### config.mk
export PLATFORM = sky130hd
export DESIGN_NAME = scanline_gradient_generator_flat
export DESIGN_NICKNAME = d
export VERILOG_FILES = /design/src/rtl/sgg_pkg.sv /design/src/rtl/sgg_line_if.sv /design/src/rtl/sgg_color_if.sv /design/src/rtl/scanline_gradient_generator.sv /design/src/rtl/sgg_ram.sv /design/src/rtl/sgg_lane.sv /design/src/flat_wrapper.sv
export VERILOG_INCLUDE_DIRS = /design/src /design/src/rtl
export SDC_FILE = /design/constraint.sdc
export NUM_CORES = 1
export LEC_CHECK = 0
export BUFFER_PORTS_ARGS = -buffer_cell sky130_fd_sc_hd__buf_2
export CAP_MARGIN = 10
export CORE_ASPECT_RATIO = 2
export CORE_MARGIN = 4
export CORE_UTILIZATION = 55
export DETAILED_ROUTE_END_ITERATION = 10
export PLACE_DENSITY = 0.74
export SLEW_MARGIN = 20
export SYNTH_ARGS = -nofsm -noshare
export SYNTH_HDL_FRONTEND = slang
export SYNTH_SLANG_ARGS = --single-unit
export TNS_END_PERCENT = 1
### constraint.sdc
create_clock -name clk -period 3.9 [get_ports clk]
set_input_delay 0.39 -clock clk [delete_from_list [all_inputs] [get_ports clk]]
set_output_delay 0.39 -clock clk [all_outputs]
set_load 0.03 [all_outputs]
### src/rtl/scanline_gradient_generator_assert.svh
// Assertion helpers for the top RTL file of the scanline gradient generator.
`ifndef SCANLINE_GRADIENT_GENERATOR_ASSERT_SVH
`define SCANLINE_GRADIENT_GENERATOR_ASSERT_SVH

// Check that the consequent holds in the same cycle as the antecedent.
`define SGG_ASSERT_SAME(lbl, clk, rst_n, ante, cons, msg) \
	lbl: assert property (@(posedge clk) disable iff (!rst_n) (ante) |-> (cons)) \
		else $error(msg);

// Check that the consequent holds in the cycle after the antecedent.
`define SGG_ASSERT_NEXT(lbl, clk, rst_n, ante, cons, msg) \
	lbl: assert property (@(posedge clk) disable iff (!rst_n) (ante) |=> (cons)) \
		else $error(msg);

`endif

### src/rtl/sgg_pkg.sv
package sgg_pkg;

	// Field widths.
	localparam int LINE_W    = 10;
	localparam int CHAN_W    = 8;
	localparam int COLOR_W   = 15;
	localparam int KF_W      = 34;
	localparam int CFG_IDX_W = 3;
	localparam int SLOT_W    = 3;

	// Keyframe table size.
	localparam int NUM_KEYFRAMES_DEF = 7;

	// Keyframe packing.
	localparam int KF_LINE_LSB  = 24;
	localparam int KF_RED_LSB   = 16;
	localparam int KF_GREEN_LSB = 8;
	localparam int KF_BLUE_LSB  = 0;

	// Start line that marks the hold-to-end keyframe.
	localparam logic [LINE_W-1:0] HOLD_LINE = 10'd999;
	localparam logic [CHAN_W-1:0] CHAN_MAX  = 8'd255;

	// Serial arithmetic: product of an 8-bit delta and a 10-bit offset.
	localparam int PROD_W    = 18;
	localparam int MUL_STEPS = LINE_W;
	localparam int DIV_STEPS = PROD_W;
	localparam int CNT_W     = 5;

	// Per-cycle commands from the sequencer to the arithmetic lanes.
	typedef struct packed {
		logic load;
		logic mul;
		logic div;
	} sgg_ctrl_t;

	// Keyframe contents after reset.
	function automatic logic [KF_W-1:0] kf_reset_value(input logic [SLOT_W-1:0] idx);
		logic [KF_W-1:0] v;
		case (idx)
			3'd0: v = 34'd5860232;
			3'd1: v = 34'd676948872;
			3'd2: v = 34'd1353200660;
			3'd3: v = 34'd1856808240;
			3'd4: v = 34'd2024580400;
			3'd5: v = 34'd2359833620;
			3'd6: v = 34'd16771462164;
			default: v = '0;
		endcase
		return v;
	endfunction

endpackage

### src/rtl/sgg_line_if.sv
interface sgg_line_if;
	logic                       valid;
	logic                       ready;
	logic [sgg_pkg::LINE_W-1:0] line_number;
	logic                       frame_start;

	modport source (output valid, line_number, frame_start, input ready);
	modport sink (input valid, line_number, frame_start, output ready);
endinterface

### src/rtl/sgg_color_if.sv
interface sgg_color_if;
	logic                        valid;
	logic                        ready;
	logic [sgg_pkg::LINE_W-1:0]  line_address;
	logic [sgg_pkg::COLOR_W-1:0] color_word;

	modport source (output valid, line_address, color_word, input ready);
	modport sink (input valid, line_address, color_word, output ready);
endinterface

### src/rtl/scanline_gradient_generator.sv
// Scanline gradient generator: one 15-bit background color per scanline.
// The lines channel carries a line number and a frame_start flag; each word
// yields exactly one word on the colors channel with the line number echoed
// as line_address and the packed color (blue, green, red, 5 bits each).
// Keyframes are written through cfg_we / cfg_index / cfg_data; the user must
// do so only while idle, as the block itself does not enforce it; indexes at
// or above NUM_KEYFRAMES are dropped. Table lookups in S_SEG and S_LOAD are
// followed by a shift-add multiply, one bit of the line offset per cycle, and
// a restoring divide, one quotient bit per cycle; the three color channels
// run in parallel lanes. A new line is taken only once the previous result
// has been loaded into the output register.
// Reset clears the segment pointers and returns every keyframe to its
// default; no clearing pass is needed.
// The result sits in an output register, so the next line is accepted while
// a color word still waits; if the receiver is still stalled when the next
// result is done, the block holds that result and stops taking lines.
module scanline_gradient_generator #(
	parameter int NUM_KEYFRAMES = sgg_pkg::NUM_KEYFRAMES_DEF
) (
	input  logic                          clk,
	input  logic                          arst_n,
	sgg_line_if.sink                      lines,
	sgg_color_if.source                   colors,
	input  logic                          cfg_we,
	input  logic [sgg_pkg::CFG_IDX_W-1:0] cfg_index,
	input  logic [sgg_pkg::KF_W-1:0]      cfg_data
);

	`include "scanline_gradient_generator_assert.svh"

	localparam int SEG_W = $clog2(NUM_KEYFRAMES);
	localparam logic [SEG_W-1:0] LAST = SEG_W'(NUM_KEYFRAMES - 1);

	typedef enum logic [5:0] {
		S_IDLE = 6'b000001,
		S_SEG  = 6'b000010,
		S_LOAD = 6'b000100,
		S_MUL  = 6'b001000,
		S_DIV  = 6'b010000,
		S_FIN  = 6'b100000
	} state_t;

	state_t                       state_q;
	logic [sgg_pkg::CNT_W-1:0]    cnt_q;
	logic [SEG_W-1:0]             cur_seg_q;
	logic [SEG_W-1:0]             prev_seg_q;
	logic [sgg_pkg::LINE_W-1:0]   line_q;
	logic                         fs_q;
	logic                         hold_q;
	logic [3*sgg_pkg::CHAN_W-1:0] prev_color_q;
	logic [NUM_KEYFRAMES-1:0]     kf_valid_q;
	logic [SEG_W-1:0]             raddr_a_q;
	logic [SEG_W-1:0]             raddr_b_q;
	logic                         rvalid_a_q;
	logic                         rvalid_b_q;
	logic                         out_valid_q;
	logic [sgg_pkg::LINE_W-1:0]   out_line_q;
	logic [sgg_pkg::COLOR_W-1:0]  out_color_q;

	logic                         in_accept;
	logic                         cfg_hit;
	logic [SEG_W-1:0]             raddr_a;
	logic [SEG_W-1:0]             raddr_b;
	logic [sgg_pkg::KF_W-1:0]     rdata_a;
	logic [sgg_pkg::KF_W-1:0]     rdata_b;
	logic [sgg_pkg::KF_W-1:0]     kf_a;
	logic [sgg_pkg::KF_W-1:0]     kf_b;
	logic [SEG_W-1:0]             seg_base;
	logic [SEG_W-1:0]             prev_base;
	logic                         advance;
	logic [SEG_W-1:0]             next_cur;
	logic [SEG_W-1:0]             next_prev;
	logic [sgg_pkg::LINE_W-1:0]   start_line;
	logic [sgg_pkg::LINE_W-1:0]   end_line;
	logic [sgg_pkg::LINE_W:0]     t0;
	logic [sgg_pkg::LINE_W:0]     t1;
	logic [sgg_pkg::LINE_W:0]     t0_abs;
	logic [sgg_pkg::LINE_W:0]     t1_abs;
	logic                         offs_neg;
	sgg_pkg::sgg_ctrl_t           ctrl;
	logic [sgg_pkg::CHAN_W-1:0]   red_lerp;
	logic [sgg_pkg::CHAN_W-1:0]   green_lerp;
	logic [sgg_pkg::CHAN_W-1:0]   blue_lerp;
	logic [sgg_pkg::CHAN_W-1:0]   red_ch;
	logic [sgg_pkg::CHAN_W-1:0]   green_ch;
	logic [sgg_pkg::CHAN_W-1:0]   blue_ch;
	logic                         fin_load;

	assign in_accept = lines.valid && lines.ready;
	assign lines.ready = (state_q == S_IDLE);
	assign cfg_hit = cfg_we
		&& ({1'b0, cfg_index} < (sgg_pkg::CFG_IDX_W + 1)'(NUM_KEYFRAMES));

	// Keyframe table.
	sgg_ram #(
		.WIDTH (sgg_pkg::KF_W),
		.DEPTH (NUM_KEYFRAMES)
	) u_kf_ram (
		.clk     (clk),
		.we      (cfg_hit),
		.waddr   (cfg_index[SEG_W-1:0]),
		.wdata   (cfg_data),
		.raddr_a (raddr_a),
		.raddr_b (raddr_b),
		.rdata_a (rdata_a),
		.rdata_b (rdata_b)
	);

	// Entries never written read as their reset defaults.
	always_ff @(posedge clk or negedge arst_n) begin
		if (!arst_n) begin
			kf_valid_q <= '0;
			rvalid_a_q <= 1'b0;
			rvalid_b_q <= 1'b0;
			raddr_a_q  <= '0;
			raddr_b_q  <= '0;
		end else begin
			if (cfg_hit) begin
				kf_valid_q[cfg_index[SEG_W-1:0]] <= 1'b1;
			end
			rvalid_a_q <= kf_valid_q[raddr_a];
			rvalid_b_q <= kf_valid_q[raddr_b];
			raddr_a_q  <= raddr_a;
			raddr_b_q  <= raddr_b;
		end
	end

	assign kf_a = rvalid_a_q ? rdata_a : sgg_pkg::kf_reset_value(sgg_pkg::SLOT_W'(raddr_a_q));
	assign kf_b = rvalid_b_q ? rdata_b : sgg_pkg::kf_reset_value(sgg_pkg::SLOT_W'(raddr_b_q));

	// Segment advance, evaluated against the keyframe read at accept time.
	assign seg_base  = fs_q ? '0 : cur_seg_q;
	assign prev_base = fs_q ? '0 : prev_seg_q;
	assign advance   = (line_q >= kf_a[sgg_pkg::KF_LINE_LSB +: sgg_pkg::LINE_W]);
	assign next_cur  = (advance && seg_base != LAST) ? seg_base + 1'b1 : seg_base;
	assign next_prev = advance ? seg_base : prev_base;

	// Read addresses: current segment (segment zero on a frame start) while idle, both ends of the segment next.
	always_comb begin
		raddr_a = cur_seg_q;
		raddr_b = cur_seg_q;
		case (state_q)
			S_IDLE: begin
				raddr_a = lines.frame_start ? '0 : cur_seg_q;
			end
			S_SEG: begin
				raddr_a = next_prev;
				raddr_b = next_cur;
			end
			default: begin
				raddr_a = cur_seg_q;
				raddr_b = cur_seg_q;
			end
		endcase
	end

	// Signed line offsets within the segment.
	assign start_line = kf_a[sgg_pkg::KF_LINE_LSB +: sgg_pkg::LINE_W];
	assign end_line   = kf_b[sgg_pkg::KF_LINE_LSB +: sgg_pkg::LINE_W];
	assign t0         = {1'b0, line_q} - {1'b0, start_line};
	assign t1         = {1'b0, end_line} - {1'b0, start_line};
	assign t0_abs     = t0[sgg_pkg::LINE_W] ? (~t0 + 1'b1) : t0;
	assign t1_abs     = t1[sgg_pkg::LINE_W] ? (~t1 + 1'b1) : t1;
	assign offs_neg   = t0[sgg_pkg::LINE_W] ^ t1[sgg_pkg::LINE_W];

	assign ctrl.load = (state_q == S_LOAD);
	assign ctrl.mul  = (state_q == S_MUL);
	assign ctrl.div  = (state_q == S_DIV);

	// Three channel lanes share the offsets and the sequencing.
	sgg_lane u_lane_red (
		.clk      (clk),
		.ctrl     (ctrl),
		.chan_a   (kf_a[sgg_pkg::KF_RED_LSB +: sgg_pkg::CHAN_W]),
		.chan_b   (kf_b[sgg_pkg::KF_RED_LSB +: sgg_pkg::CHAN_W]),
		.t0_mag   (t0_abs[sgg_pkg::LINE_W-1:0]),
		.t1_mag   (t1_abs[sgg_pkg::LINE_W-1:0]),
		.offs_neg (offs_neg),
		.chan_out (red_lerp)
	);

	sgg_lane u_lane_green (
		.clk      (clk),
		.ctrl     (ctrl),
		.chan_a   (kf_a[sgg_pkg::KF_GREEN_LSB +: sgg_pkg::CHAN_W]),
		.chan_b   (kf_b[sgg_pkg::KF_GREEN_LSB +: sgg_pkg::CHAN_W]),
		.t0_mag   (t0_abs[sgg_pkg::LINE_W-1:0]),
		.t1_mag   (t1_abs[sgg_pkg::LINE_W-1:0]),
		.offs_neg (offs_neg),
		.chan_out (green_lerp)
	);

	sgg_lane u_lane_blue (
		.clk      (clk),
		.ctrl     (ctrl),
		.chan_a   (kf_a[sgg_pkg::KF_BLUE_LSB +: sgg_pkg::CHAN_W]),
		.chan_b   (kf_b[sgg_pkg::KF_BLUE_LSB +: sgg_pkg::CHAN_W]),
		.t0_mag   (t0_abs[sgg_pkg::LINE_W-1:0]),
		.t1_mag   (t1_abs[sgg_pkg::LINE_W-1:0]),
		.offs_neg (offs_neg),
		.chan_out (blue_lerp)
	);

	// Empty and hold segments keep the start keyframe's color.
	assign red_ch   = hold_q ? prev_color_q[sgg_pkg::KF_RED_LSB +: sgg_pkg::CHAN_W] : red_lerp;
	assign green_ch = hold_q ? prev_color_q[sgg_pkg::KF_GREEN_LSB +: sgg_pkg::CHAN_W]
		: green_lerp;
	assign blue_ch  = hold_q ? prev_color_q[sgg_pkg::KF_BLUE_LSB +: sgg_pkg::CHAN_W] : blue_lerp;

	assign fin_load = (state_q == S_FIN) && (!out_valid_q || colors.ready);

	// Sequencer and segment pointers.
	always_ff @(posedge clk or negedge arst_n) begin
		if (!arst_n) begin
			state_q    <= S_IDLE;
			cnt_q      <= '0;
			cur_seg_q  <= '0;
			prev_seg_q <= '0;
		end else begin
			case (state_q)
				S_IDLE: begin
					if (in_accept) begin
						state_q <= S_SEG;
					end
				end
				S_SEG: begin
					cur_seg_q  <= next_cur;
					prev_seg_q <= next_prev;
					state_q    <= S_LOAD;
				end
				S_LOAD: begin
					cnt_q   <= '0;
					state_q <= S_MUL;
				end
				S_MUL: begin
					if (cnt_q == sgg_pkg::CNT_W'(sgg_pkg::MUL_STEPS - 1)) begin
						cnt_q   <= '0;
						state_q <= S_DIV;
					end else begin
						cnt_q <= cnt_q + 1'b1;
					end
				end
				S_DIV: begin
					if (cnt_q == sgg_pkg::CNT_W'(sgg_pkg::DIV_STEPS - 1)) begin
						cnt_q   <= '0;
						state_q <= S_FIN;
					end else begin
						cnt_q <= cnt_q + 1'b1;
					end
				end
				S_FIN: begin
					if (fin_load) begin
						state_q <= S_IDLE;
					end
				end
				default: begin
					state_q <= S_IDLE;
				end
			endcase
		end
	end

	// Per-item payload.
	always_ff @(posedge clk) begin
		if (in_accept) begin
			line_q <= lines.line_number;
			fs_q   <= lines.frame_start;
		end
		if (state_q == S_LOAD) begin
			hold_q       <= (start_line == end_line) || (end_line == sgg_pkg::HOLD_LINE);
			prev_color_q <= kf_a[3*sgg_pkg::CHAN_W-1:0];
		end
	end

	// Output register.
	always_ff @(posedge clk or negedge arst_n) begin
		if (!arst_n) begin
			out_valid_q <= 1'b0;
		end else if (fin_load) begin
			out_valid_q <= 1'b1;
		end else if (colors.ready) begin
			out_valid_q <= 1'b0;
		end
	end

	always_ff @(posedge clk) begin
		if (fin_load) begin
			out_line_q  <= line_q;
			out_color_q <= {blue_ch[sgg_pkg::CHAN_W-1 -: 5], green_ch[sgg_pkg::CHAN_W-1 -: 5],
				red_ch[sgg_pkg::CHAN_W-1 -: 5]};
		end
	end

	assign colors.valid        = out_valid_q;
	assign colors.line_address = out_line_q;
	assign colors.color_word   = out_color_q;

	// The current segment never passes the last keyframe.
	`SGG_ASSERT_SAME(a_seg_range, clk, arst_n, 1'b1, cur_seg_q <= LAST, "segment out of range")
	// The start keyframe never lies beyond the end keyframe.
	`SGG_ASSERT_SAME(a_seg_order, clk, arst_n, 1'b1, prev_seg_q <= cur_seg_q, "segments out of order")
	// An accepted line always starts the segment update.
	`SGG_ASSERT_NEXT(a_accept_seg, clk, arst_n, in_accept, state_q == S_SEG, "accept without update")
	// A finished color waits while the previous word is still stalled.
	`SGG_ASSERT_NEXT(a_fin_hold, clk, arst_n, (state_q == S_FIN) && out_valid_q && !colors.ready,
		(state_q == S_FIN) && out_valid_q, "result overwrote a stalled word")

endmodule

### src/rtl/sgg_ram.sv
module sgg_ram #(
	parameter int WIDTH = 8,
	parameter int DEPTH = 8
) (
	input  logic                     clk,
	input  logic                     we,
	input  logic [$clog2(DEPTH)-1:0] waddr,
	input  logic [WIDTH-1:0]         wdata,
	input  logic [$clog2(DEPTH)-1:0] raddr_a,
	input  logic [$clog2(DEPTH)-1:0] raddr_b,
	output logic [WIDTH-1:0]         rdata_a,
	output logic [WIDTH-1:0]         rdata_b
);

	logic [WIDTH-1:0] mem_q [DEPTH];

	// One write port, two registered read ports.
	always_ff @(posedge clk) begin
		if (we) begin
			mem_q[waddr] <= wdata;
		end
		rdata_a <= mem_q[raddr_a];
		rdata_b <= mem_q[raddr_b];
	end

endmodule

### src/rtl/sgg_lane.sv
module sgg_lane (
	input  logic                         clk,
	input  sgg_pkg::sgg_ctrl_t           ctrl,
	input  logic [sgg_pkg::CHAN_W-1:0]   chan_a,
	input  logic [sgg_pkg::CHAN_W-1:0]   chan_b,
	input  logic [sgg_pkg::LINE_W-1:0]   t0_mag,
	input  logic [sgg_pkg::LINE_W-1:0]   t1_mag,
	input  logic                         offs_neg,
	output logic [sgg_pkg::CHAN_W-1:0]   chan_out
);

	logic [sgg_pkg::CHAN_W-1:0] a_q;
	logic [sgg_pkg::CHAN_W-1:0] dmag_q;
	logic                       neg_q;
	logic [sgg_pkg::LINE_W-1:0] mplr_q;
	logic [sgg_pkg::LINE_W-1:0] dvsr_q;
	logic [sgg_pkg::LINE_W-1:0] rem_q;
	logic [sgg_pkg::PROD_W-1:0] acc_q;

	logic [sgg_pkg::CHAN_W:0]   diff;
	logic [sgg_pkg::CHAN_W:0]   diff_abs;
	logic [sgg_pkg::LINE_W:0]   rem_next;
	logic                       qbit;
	logic [sgg_pkg::PROD_W-1:0] sum;

	// Signed channel delta, split into sign and magnitude.
	assign diff     = {1'b0, chan_b} - {1'b0, chan_a};
	assign diff_abs = diff[sgg_pkg::CHAN_W] ? (~diff + 1'b1) : diff;

	// One restoring division step: bring down the next dividend bit.
	assign rem_next = {rem_q, acc_q[sgg_pkg::PROD_W-1]};
	assign qbit     = (rem_next >= {1'b0, dvsr_q});

	// Shift-add multiply, MSB of the offset first, then divide in place.
	always_ff @(posedge clk) begin
		if (ctrl.load) begin
			a_q    <= chan_a;
			dmag_q <= diff_abs[sgg_pkg::CHAN_W-1:0];
			neg_q  <= diff[sgg_pkg::CHAN_W] ^ offs_neg;
			mplr_q <= t0_mag;
			dvsr_q <= t1_mag;
			rem_q  <= '0;
			acc_q  <= '0;
		end else if (ctrl.mul) begin
			acc_q  <= {acc_q[sgg_pkg::PROD_W-2:0], 1'b0}
				+ (mplr_q[sgg_pkg::LINE_W-1] ? sgg_pkg::PROD_W'(dmag_q) : '0);
			mplr_q <= {mplr_q[sgg_pkg::LINE_W-2:0], 1'b0};
		end else if (ctrl.div) begin
			rem_q <= qbit ? sgg_pkg::LINE_W'(rem_next - {1'b0, dvsr_q})
				: rem_next[sgg_pkg::LINE_W-1:0];
			acc_q <= {acc_q[sgg_pkg::PROD_W-2:0], qbit};
		end
	end

	// Apply the truncated quotient to the start color and clamp to 0..255.
	assign sum = sgg_pkg::PROD_W'(a_q) + acc_q;
	always_comb begin
		if (neg_q) begin
			chan_out = (acc_q > sgg_pkg::PROD_W'(a_q)) ? '0 : sgg_pkg::CHAN_W'(a_q - acc_q);
		end else begin
			chan_out = (sum > sgg_pkg::PROD_W'(sgg_pkg::CHAN_MAX)) ? sgg_pkg::CHAN_MAX
				: sum[sgg_pkg::CHAN_W-1:0];
		end
	end

endmodule
### src/flat_wrapper.sv
// flat-port wrapper written by rule: the top's interface ports become plain ports
module scanline_gradient_generator_flat 
#(
	parameter int NUM_KEYFRAMES = sgg_pkg::NUM_KEYFRAMES_DEF
)
  (clk, arst_n, cfg_we, cfg_index, cfg_data, lines_valid, lines_line_number, lines_frame_start, lines_ready, colors_valid, colors_line_address, colors_color_word, colors_ready);
  sgg_line_if lines_i ();
  sgg_color_if colors_i ();
  input  logic clk;
  input  logic arst_n;
  input  logic cfg_we;
  input  logic [sgg_pkg::CFG_IDX_W-1:0] cfg_index;
  input  logic [sgg_pkg::KF_W-1:0] cfg_data;
  input wire logic [$bits(lines_i.valid)-1:0] lines_valid;
  input wire logic [$bits(lines_i.line_number)-1:0] lines_line_number;
  input wire logic [$bits(lines_i.frame_start)-1:0] lines_frame_start;
  output wire logic [$bits(lines_i.ready)-1:0] lines_ready;
  output wire logic [$bits(colors_i.valid)-1:0] colors_valid;
  output wire logic [$bits(colors_i.line_address)-1:0] colors_line_address;
  output wire logic [$bits(colors_i.color_word)-1:0] colors_color_word;
  input wire logic [$bits(colors_i.ready)-1:0] colors_ready;
  assign lines_i.valid = lines_valid;
  assign lines_i.line_number = lines_line_number;
  assign lines_i.frame_start = lines_frame_start;
  assign lines_ready = lines_i.ready;
  assign colors_valid = colors_i.valid;
  assign colors_line_address = colors_i.line_address;
  assign colors_color_word = colors_i.color_word;
  assign colors_i.ready = colors_ready;
  scanline_gradient_generator #(.NUM_KEYFRAMES(NUM_KEYFRAMES)) u_core (.clk(clk), .arst_n(arst_n), .lines(lines_i), .colors(colors_i), .cfg_we(cfg_we), .cfg_index(cfg_index), .cfg_data(cfg_data));
endmodule
==> flow_summary.ini <==
[sta]
setup_tns_ns = 0
fin_crit_sh = 0.9809
max_freq_ghz = 0.2614
period_needed_ns = 3.825
clock_skew_ns = 0.02484
report.final.slew_viol_count = 0
max_slew.worst_pin.slew_ns = 0.9888
rsz0062_at_grt = true
slew_headroom = 0.3384
setup_viol = 0
hold_ws_ns = 0.03817
hold_viol_final = 0

[synth]
synthTopCellsByCount = edfxtp_1, mux2i_1, inv_1
syn_inst = 2772
syn-cell-area_mm2 = 0.02974
synthArstFlopShare = 0.05682
yosysTopAreaCell = edfxtp_1
synth_top_area_share = 0.3494
synthDistinctLibCells = 88
synth-seq-cells = 528
syn-num-nets = 3010
avgSynthCellArea_um2 = 10.73
ys.flop_type = edfxtp_1
yosysMostFrequentCell = edfxtp_1
ys_top_cells_by_area = edfxtp_1, dfxtp_1, ha_1
synth_edf_count = 346
synth_warnings = 0
ys_seq_area_frac = 0.4770

[cts]
clkLatencyLatePin_ns = 0.61
clockBufferDepth = 3
htree_levels = 2
cts_inserted_buffers = 47
clkSinkCount = 528
clk_pin_slew_ns = 0.07
clockRootBuffer = clkbuf_16
cts_tree = built

[power_and_ir_drop]
ir_worst_vdd_v = 0.0005834
p_per_area_mw_per_mm2 = 950.2
p_leak_nw = 13.45

[critical_path]
required_ns = 4.36
startpoint_type = flip-flop
worstPathMaxFanout = 9
reg2reg_slack_ns = 0.07
critical_path_class = flip-flop to flip-flop
crit_path_end_kind = flip-flop
cp.arrival_ns = 4.28

[die]
fp-row-count = 120
ios = 80
start_util = 0.5548
dieWidth_um = 172.4
core_mm2 = 0.05360
die-area_mm2 = 0.05808
die_y_um = 336.8

[outcome]
outcome = finished, final reports clean

[placed_design]
io_buffers = 79
hpwlAfterDp_mm = 55.59
gp_congestion = 0.9407

[cells_and_area]
nets = 3159
syn2layout_area_growth_pct = 13.04
nFillCells = 4274
final_core_util = 0.6271
drive_gt1_frac = 0.1416
diodes = 0

[detailed_routing]
dr.pass1.iters = 5
drtIter0Drc = 1638
vias = 22390
wl_per_cell_um = 21.41
antenna_left = 0
routed_wirelength_mm = 77.72
drcViolationCount = 0
vias_per_cell = 6.167

[global_routing]
grt_use_total = 0.2650
grt_pass1_wl_mm = 122.0
grt_max_degree = 73
grt_pass1_vias = 23290
antenna_found_initial = 3
grt_overflow_total = 0

[run]
drv_cap = 0

[hold_path]
min_path_type = input port to flip-flop
worst paths after layout:
check                                  start                             to  cells past startpoint
hold reg to reg             u_core.line_q[0]  u_core.colors.line_address[0]                      0
min in group asynchronous             arst_n              u_core.rvalid_a_q                      2
setup / recovery           u_core.rvalid_a_q    u_core.u_kf_ram.rdata_b[16]                     15
setup reg to reg           u_core.rvalid_a_q    u_core.u_kf_ram.rdata_b[16]                     15
max in group asynchronous             arst_n              u_core.rvalid_a_q                      2
hold / removal                  cfg_data[12]   u_core.u_kf_ram.mem_q[0][12]                      1
timing repair:
item,in CTS,in global routing
gates resized for setup,5,32
gates cloned,0,1
endpoints found under the hold margin,41,0
pin swaps,2,6
buffers inserted,5,2
endpoints found under the setup margin,39,84
hold buffers,13,0
cell usage in the layout, fill, tap and decap left out, types with 37 or more instances in the layout:
master,instances
edfxtp_1,346
mux2i_1,205
inv_1,187
a21oi_1,174
ha_1,171
o21ai_0,160
nor2_1,157
dfxtp_1,152
nand2_1,130
buf_4,125
xnor2_1,102
buf_2,79
o221ai_1,70
clkbuf_16,50
a21o_1,49
nor3_1,47
mux2_2,40
nand3_1,39
nor2b_1,38
a211o_1,37
stage by stage:
step	area, um2	setup WS [ns]	power [mW]	instances
after floorplan	29750	-0.0005067	21.51	2772
after global placement	31700	-0.1817	26.17	3522
after detailed placement	31700	-0.2938	26.77	3522
after CTS	33490	0.01549	31.74	3628
after global routing	33610	-0.08677	34.16	3631
final	33610	0.07455	31.94	3631
critical path: stages (launching register included):
cell,delay (ns)
dfrtp_2,0.48
buf_4,0.20
a211oi_1,0.26
a21oi_1,0.11
ha_1,0.31
buf_4,0.12
nand4_1,0.22
o41a_1,0.56
buf_4,0.18
a21boi_4,0.17
mux2_4,0.34
nand2_4,0.10
inv_6,0.08
buf_4,0.20
o21ai_2,0.17
o221ai_1,0.16
area by class of cell:
class	count	area, um2	area share
multi-input combinational	1914	14370	0.4276
inverter	192	729.5	0.02170
sequential	528	14190	0.4220
clock buffer	61	1291	0.03841
timing repair buffer	238	1897	0.05643
tap	671	839.6	0.02498
clock inverter	27	297.8	0.008859
layer usage:
metal | share of wire | global-route usage
met1 | 0.36 | 0.2818
met2 | 0.52 | 0.4842
met3 | 0.045 | 0.03519
met4 | 0.072 | 0.1654
met5 | 0.00017 | 0
report_power, final:
part	internal (mW)	switching, mW
Combinational	8.34	10.2
Clock	2.60	2.17
Sequential	7.70	0.932
sequential cells by signal (all words and copies together) (netlist names), 6 cells and up:
signal	flops
u_core.u_lane_red.dvsr_q	10
u_core.u_lane_green.rem_q	10
u_core.colors.color_word	15
u_core.u_kf_ram.mem_q	238
u_core.u_lane_blue.rem_q	10
u_core.u_lane_blue.a_q	7
u_core.u_kf_ram.rdata_b	34
u_core.line_q	10
u_core.u_lane_green.acc_q	18
u_core.u_lane_green.a_q	7
u_core.u_kf_ram.rdata_a	34
u_core.u_lane_red.a_q	8
u_core.u_lane_blue.acc_q	18
u_core.colors.line_address	10
u_core.state_q	6
u_core.u_lane_red.mplr_q	8
u_core.u_lane_blue.dmag_q	8
u_core.u_lane_green.dmag_q	8
u_core.kf_valid_q	7
u_core.u_lane_red.acc_q	18
u_core.u_lane_red.dmag_q	8
u_core.u_lane_red.rem_q	10
logic make-up (layout without fill, tap and decap cells):
| logic type | after synthesis | count (layout) | synth area share |
|---|---|---|---|
| buffers and inverters | 330 | 518 | 0.04691 |
| AO/OA/AOI/OAI | 741 | 741 | 0.1670 |
| adder cells (fa/ha/maj) | 185 | 185 | 0.08137 |
| flip-flops | 528 | 528 | 0.4770 |
| XOR/XNOR | 142 | 142 | 0.04233 |
| multiplexers | 250 | 250 | 0.08600 |
| AND/OR/NAND/NOR | 596 | 596 | 0.09934 |
Note: power is estimated with default switching activity, not from simulation.
